**config.mk**
```make
export PLATFORM = sky130hd
export DESIGN_NAME = crsh_ctrl
export DESIGN_NICKNAME = d
export VERILOG_FILES = /design/src/rtl/core/crsh_pkg.sv /design/src/rtl/core/crsh_ctrl.sv
export SDC_FILE = /design/constraint.sdc
export NUM_CORES = 1
export LEC_CHECK = 0
export BUFFER_PORTS_ARGS = -buffer_cell sky130_fd_sc_hd__buf_4
export CORE_AREA = 3 3 40 42
export CTS_BUF_LIST = sky130_fd_sc_hd__clkbuf_16
export DETAILED_ROUTE_END_ITERATION = 10
export DIE_AREA = 0 0 43 45
export PLACE_DENSITY = 0.82
export SETUP_SLACK_MARGIN = 0.15
export SLEW_MARGIN = 20
export SYNTH_ARGS = -nofsm -noshare
export SYNTH_HDL_FRONTEND = slang
export SYNTH_SLANG_ARGS = --single-unit
```
**constraint.sdc**
```tcl
create_clock -name clk -period 1.6 [get_ports clk]
set_clock_uncertainty 0.1 [all_clocks]
set_input_delay 0.16 -clock clk [delete_from_list [all_inputs] [get_ports clk]]
set_output_delay 0.16 -clock clk [all_outputs]
set_load 0.03 [all_outputs]
```
**src/rtl/core/crsh_pkg.sv**
```systemverilog
// ---------------------------------------------------------------------------
// crsh_pkg: shared types and constants of the closest ray/segment hit unit
// Holds table sizing, field widths, opcodes, the controller states and the
// command and status bundles that join controller and datapath.
// ---------------------------------------------------------------------------
`default_nettype none

package crsh_pkg;

	localparam int MAX_SEGMENTS = 64;
	localparam int IDX_W        = $clog2(MAX_SEGMENTS);
	localparam int CNT_W        = 7;
	localparam int N_W          = (IDX_W + 1 > CNT_W) ? IDX_W + 1 : CNT_W;
	localparam int COORD_W      = 16;
	localparam int SEG_W        = 4 * COORD_W;
	localparam int PARAM_W      = 32;
	localparam int ADDR_W       = 3;
	localparam int DATA_W       = 32;

	localparam int DIV_N_W      = 64;
	localparam int DIV_D_W      = 36;
	localparam int DIV_Q_W      = 32;

	localparam logic OP_WRITE   = 1'b0;
	localparam logic OP_CAST    = 1'b1;

	localparam logic [ADDR_W-3:0] REG_SEGMENT_COUNT = '0;

	localparam logic DIV_SEL_T  = 1'b0;
	localparam logic DIV_SEL_P  = 1'b1;

	typedef enum logic [3:0] {
		ST_IDLE,
		ST_READ,
		ST_LOAD,
		ST_MULT,
		ST_COMB,
		ST_TEST,
		ST_TDIV,
		ST_NEXT,
		ST_XMUL,
		ST_XSTART,
		ST_XWAIT,
		ST_YMUL,
		ST_YSTART,
		ST_YWAIT,
		ST_FIN
	} state_t;

	typedef struct packed {
		logic wr_seg;
		logic ld_cast;
		logic rd_seg;
		logic cap_sw;
		logic cap_prod;
		logic cap_comb;
		logic div_start;
		logic div_sel;
		logic upd_best;
		logic inc_idx;
		logic pt_mul;
		logic pt_axis;
		logic store_pt;
		logic ld_out;
	} cmd_t;

	typedef struct packed {
		logic cnt_zero;
		logic seg_hit;
		logic div_done;
		logic last_seg;
		logic found;
		logic out_free;
	} stat_t;

endpackage

`default_nettype wire

```
**src/rtl/core/crsh_ctrl.sv**
```systemverilog
// ---------------------------------------------------------------------------
// crsh_ctrl: sequencer of the closest ray/segment hit unit
// Walks the segment table for each cast, drives the divider and the
// hit-point steps, and hands the result to the output register.
// ---------------------------------------------------------------------------
`default_nettype none

module crsh_ctrl import crsh_pkg::*; (
	input  wire logic  clk,
	input  wire logic  arst_n,
	input  wire logic  in_valid,
	input  wire logic  opcode,
	input  wire stat_t stat,
	output logic       in_ready,
	output cmd_t       cmd,
	output state_t     state
);

	state_t state_q, state_d;
	logic   accept;

	assign accept = in_valid && (state_q == ST_IDLE);

	always_ff @(posedge clk or negedge arst_n) begin
		if (!arst_n) begin
			state_q <= ST_IDLE;
		end else begin
			state_q <= state_d;
		end
	end

	always_comb begin
		state_d = state_q;
		case (state_q)
			ST_IDLE: begin
				if (accept && (opcode == OP_CAST)) begin
					state_d = stat.cnt_zero ? ST_FIN : ST_READ;
				end
			end
			ST_READ:   state_d = ST_LOAD;
			ST_LOAD:   state_d = ST_MULT;
			ST_MULT:   state_d = ST_COMB;
			ST_COMB:   state_d = ST_TEST;
			ST_TEST:   state_d = stat.seg_hit ? ST_TDIV : ST_NEXT;
			ST_TDIV: begin
				if (stat.div_done) begin
					state_d = ST_NEXT;
				end
			end
			ST_NEXT:   state_d = stat.last_seg ? ST_XMUL : ST_READ;
			ST_XMUL:   state_d = stat.found ? ST_XSTART : ST_FIN;
			ST_XSTART: state_d = ST_XWAIT;
			ST_XWAIT: begin
				if (stat.div_done) begin
					state_d = ST_YMUL;
				end
			end
			ST_YMUL:   state_d = ST_YSTART;
			ST_YSTART: state_d = ST_YWAIT;
			ST_YWAIT: begin
				if (stat.div_done) begin
					state_d = ST_FIN;
				end
			end
			ST_FIN: begin
				if (stat.out_free) begin
					state_d = ST_IDLE;
				end
			end
			default:   state_d = ST_IDLE;
		endcase
	end

	always_comb begin
		cmd          = '0;
		in_ready     = 1'b0;
		cmd.div_sel  = DIV_SEL_T;
		case (state_q)
			ST_IDLE: begin
				in_ready    = 1'b1;
				cmd.wr_seg  = accept && (opcode == OP_WRITE);
				cmd.ld_cast = accept && (opcode == OP_CAST);
			end
			ST_READ:   cmd.rd_seg   = 1'b1;
			ST_LOAD:   cmd.cap_sw   = 1'b1;
			ST_MULT:   cmd.cap_prod = 1'b1;
			ST_COMB:   cmd.cap_comb = 1'b1;
			ST_TEST:   cmd.div_start = stat.seg_hit;
			ST_TDIV:   cmd.upd_best  = stat.div_done;
			ST_NEXT:   cmd.inc_idx   = !stat.last_seg;
			ST_XMUL:   cmd.pt_mul    = 1'b1;
			ST_XSTART: begin
				cmd.div_start = 1'b1;
				cmd.div_sel   = DIV_SEL_P;
			end
			ST_XWAIT: begin
				cmd.div_sel  = DIV_SEL_P;
				cmd.store_pt = stat.div_done;
			end
			ST_YMUL: begin
				cmd.pt_mul  = 1'b1;
				cmd.pt_axis = 1'b1;
			end
			ST_YSTART: begin
				cmd.div_start = 1'b1;
				cmd.div_sel   = DIV_SEL_P;
				cmd.pt_axis   = 1'b1;
			end
			ST_YWAIT: begin
				cmd.div_sel  = DIV_SEL_P;
				cmd.pt_axis  = 1'b1;
				cmd.store_pt = stat.div_done;
			end
			ST_FIN:    cmd.ld_out = stat.out_free;
			default: begin
				cmd = '0;
			end
		endcase
	end

	assign state = state_q;

endmodule

`default_nettype wire
```
==> results of run 1 <==
[repair_timing]
action | 4_1_cts
endpoints found under the hold margin | 4
hold buffers | 1
endpoints found under the setup margin | 19
gates resized for setup | 28
gates cloned | 0
pin swaps | 11
setup buffers | 14
[logic make-up after synthesis]
family	Yosys count	share of synthesized area [%]
simple gates	43	43.3
compound gates	18	26.7
buf+inv	9	7.96
flops	4	18.7
xor+xnor	2	3.28
[through the flow]
| step | setup TNS, ps | hold WS (ps) | instance area [um^2] |
|---|---|---|---|
| after CTS | -541 | 93.9 | 1230 |
| after detailed placement | 0 | -142 | 953 |
| after global placement | 0 | -144 | 953 |
| after floorplan | -1340 | -236 | 694 |
==> flow_summary.yaml, run 1 <==
status:
  outcome: "stopped before the end"
  stop_stage: "global routing"
  error_line: "[ERROR DPL-0038] Utilization greater than 100%, impossible to legalize"
clock_tree:
  numCtsBuffers: 3
  cts-root-buf: "clkbuf_16"
  clock-sinks: 4
  h-tree-depth: 1
  clockBufferDepth: 2
logic_synthesis:
  netlist_top_cells_area: "dfrtp_1 19%, nand2_1 11%, nor3_1 6.6%"
  synth_edf_count: 0
  ys_seq_area_share_pct: 18.7
  syn_nets: 86
  synth_seq_cells: 4
  synth_top_area_cell: "dfrtp_1"
  syn-instance-count: 76
  synth_cell_type_count: 33
  synth_common_cells: "15 x nand2_1, 7 x nor3_1, 5 x nor2_1"
  syn_area_um2: 534
  ys_warn_count: 0
  yosysMostFrequentCell: "nand2_1"
  avgSynthCellArea_um2: 7.03
  async_flop_share_pct: 100
  synth_top_area_share_pct: 18.7
  dominantRegCellSynth: "dfrtp_1"
global_routing:
  grt_max_degree: 9
die:
  die_w_um: 43
  fp-row-count: 13
  initial_utilization_pct: 41.6
  io_pins: 29
  die_height_um: 45
place:
  place_congestion: 0.897
  pre_cts_ws_ps: 21.5
  io_buffers: 28
  place_hpwl_mm: 1.50
  dp.cells: 122
timing:
  worstEndpointType: "top-level output"
  worst_endpoint: "cmd[13]"
==> run 2: changes to the inputs <==
Settings changed: CORE_AREA 3 3 40 42 to 3 3 64 66, CTS_BUF_LIST sky130_fd_sc_hd__clkbuf_16 to default, DIE_AREA 0 0 43 45 to 0 0 67 69, PLACE_DENSITY 0.82 to default, PLACE_DENSITY_LB_ADDON from default to 0.15, SETUP_SLACK_MARGIN 0.15 to default.
==> run 2 against run 1 <==
Net effect:
- the flow now finishes, with violations (negative setup slack)
- synthesized cell count stayed put
- area after synthesis is the same
==> flow_summary.yaml, run 2 <==
status:
  outcome: "finished with violations"
  violations: "negative setup slack"
timing:
  layout_setup_ws_ps: -56.5
  worst_slew_pin_slew_ps: 269
  post-route-period-util_pct: 104
  min_period_ps: 1660
  slew_violations: 0
  fmax_mhz: 604
  rsz0062_at_grt: "yes"
  holdWs_ps: 117
  hold_viol: 0
  relSlewSlack_pct: 81.9
  finalSetupViolCount: 11
logic_synthesis:
  ys_seq_area_share_pct: 18.7
  yosys.area_share.simple_pct: 43.3
  synth-compound-area-share_pct: 26.7
  synth_cell_type_count: 33
  synth_common_cells: "15 x nand2_1, 7 x nor3_1, 5 x nor2_1"
  netlist_top_cells_area: "dfrtp_1 19%, nand2_1 11%, nor3_1 6.6%"
  synthMuxAreaShare_pct: 0
  yosysMostFrequentCell: "nand2_1"
  synth_edf_count: 0
  synth_top_family_by_area: "simple AND/OR/NAND/NOR gates"
  syn-instance-count: 76
  avgSynthCellArea_um2: 7.03
  async_flop_share_pct: 100
  synth_seq_cells: 4
  dominantRegCellSynth: "dfrtp_1"
  yosys.area_share.xor_xnor_pct: 3.28
  syn_area_um2: 534
  ys_warn_count: 0
  synth_top_area_cell: "dfrtp_1"
  synthAdderAreaFrac_pct: 0
  synth_top_area_share_pct: 18.7
  syn_nets: 86
global_routing:
  overflow: 0
  antenna_found_initial: 0
  grt_pass1_vias: 746
  grt_pass1_wl_mm: 3.27
  groute.usage.overall_pct: 8.77
  grt_max_degree: 13
die:
  die_area_um2: 4620
  die_height_um: 69
  core_um2: 3630
  fp-row-count: 22
  initial_utilization_pct: 14.7
  io_pins: 29
  die_w_um: 67
setup_path:
  r2r_cells: 6
  crit_required_ps: 1340
  cpPeakStageDelay_ps: 450
  crit_fanout: 7
  critPathKind: "register to output pin"
  worstPathArrival_ps: 1400
  slowest_stage: "dfrtp_2"
  cp-end-kind: "output pin"
  crit_path_start_kind: "register"
  crit_chain: "and2b_2, nand2_2, a311oi_4, buf_6"
place:
  place_congestion: 0.772
  dp.cells: 158
  place_hpwl_mm: 1.55
  io_buffers: 28
  pre_cts_ws_ps: 61.3
drt:
  wl_per_cell_um: 11.4
  vias_per_cell: 4.14
  post-route-drc-count: 0
  vias: 733
  firstDrtPassIters: 4
  drtAntennaViolNets: 0
  drt-initial-drc-count: 25
  routed_wl_mm: 2.02
power_and_ir_drop:
  vdd_drop_max_mv: 0.644
  power.density_nw_per_um2: 2330
  p_leak_nw: 0.527
layout:
  final_cell_mix: "40 x buf_4, 13 x nand2_1, 13 x buf_6"
  final_common_cell: "buf_4"
  syn2layout_area_growth_pct: 131
  largest_register_ffs: 4
  drive_gt1_share_pct: 65.1
  antennaDiodeCount: 0
  num-nets-final: 141
  final_cells: 177
  nFillCells: 395
  seq_area_um2: 105
  multi_input_area_um2: 512
clock_tree:
  clk_pin_slew_ps: 30
  clock-sinks: 4
  cts-root-buf: "clkbuf_8"
  clockBufferDepth: 2
  clock_insertion_delay_worst_skew_ps: 210
  h-tree-depth: 1
  numCtsBuffers: 3
  cts_tree: "yes"
min_path:
  holdPathStages: 2
  hold_path.class: "input pin to register"
job:
  maxCapViolCount: 0
run 2: metal layers:
metal	global-route usage [%]	share of wire [%]	up-vias
met5	0	0	-
met4	3.83	1.5	0
met3	0.977	2.1	4
met2	15.6	54	13
met1	10.2	42	338
li1	-	-	378
run 2: worst max-delay path, delay by kind of cell (launching register included):
family / cells / cell delay (ps)
and+or+nand+nor: 2 / 340
buffers and inverters: 1 / 170
AOI/OAI and AO/OA: 1 / 220
DFF: 1 / 450
run 2: final timing paths:
check | from | end | slack (ps)
worst max-delay path | state[3] | cmd[7] | -60
worst min-delay path | stat[3] | state[0] | 120
worst max register to register | state[0] | state[1] | -40
worst min register to register | state[2] | state[2] | 720
max in group asynchronous | arst_n | state[0] | 1110
min in group asynchronous | arst_n | state[2] | 180
run 2: cell families (layout without fill, tap and decap cells):
family | after synthesis | count (layout)
AND/OR/NAND/NOR | 43 | 43
AO/OA/AOI/OAI | 18 | 18
buffers and inverters | 9 | 62
flip-flops | 4 | 4
XOR/XNOR | 2 | 2
run 2: stage by stage:
step | utilization, % | instance area [um^2] | setup TNS [ps] | power (mW)
final | 34.0 | 1230 | -315 | 2.88
after global routing | 34.0 | 1230 | -1440 | 3.08
after CTS | 31.6 | 1150 | -431 | 2.68
after detailed placement | 27.1 | 986 | 0 | 2.24
after global placement | 27.1 | 986 | 0 | 2.27
after floorplan | - | 652 | -1410 | 1.58
run 2: what timing repair did:
| item | in CTS | in global routing |
|---|---|---|
| setup endpoints to repair | 13 | 18 |
| resized for setup | 11 | 9 |
| gates cloned | 0 | 1 |
| hold buffers | 1 | 0 |
| hold endpoints to repair | 4 | 0 |
| pin swaps | 6 | 9 |
| buffers inserted | 9 | 5 |
run 2: layout make-up:
class,count,share of cell area [%]
multi-input cells,63,41.4
repair buffers,56,40.6
flip-flops and latches,4,8.51
well taps,48,4.86
clock buffers,3,3.34
inverters,3,1.22
run 2: power by group:
group | internal (mW) | switching, mW | total (mW)
clock | 0.160 | 0.0460 | 0.206
sequential | 0.167 | 0.123 | 0.290
combinational | 1.18 | 1.21 | 2.39
total | 1.50 | 1.38 | 2.88
Power figures use the tool's default switching activity.
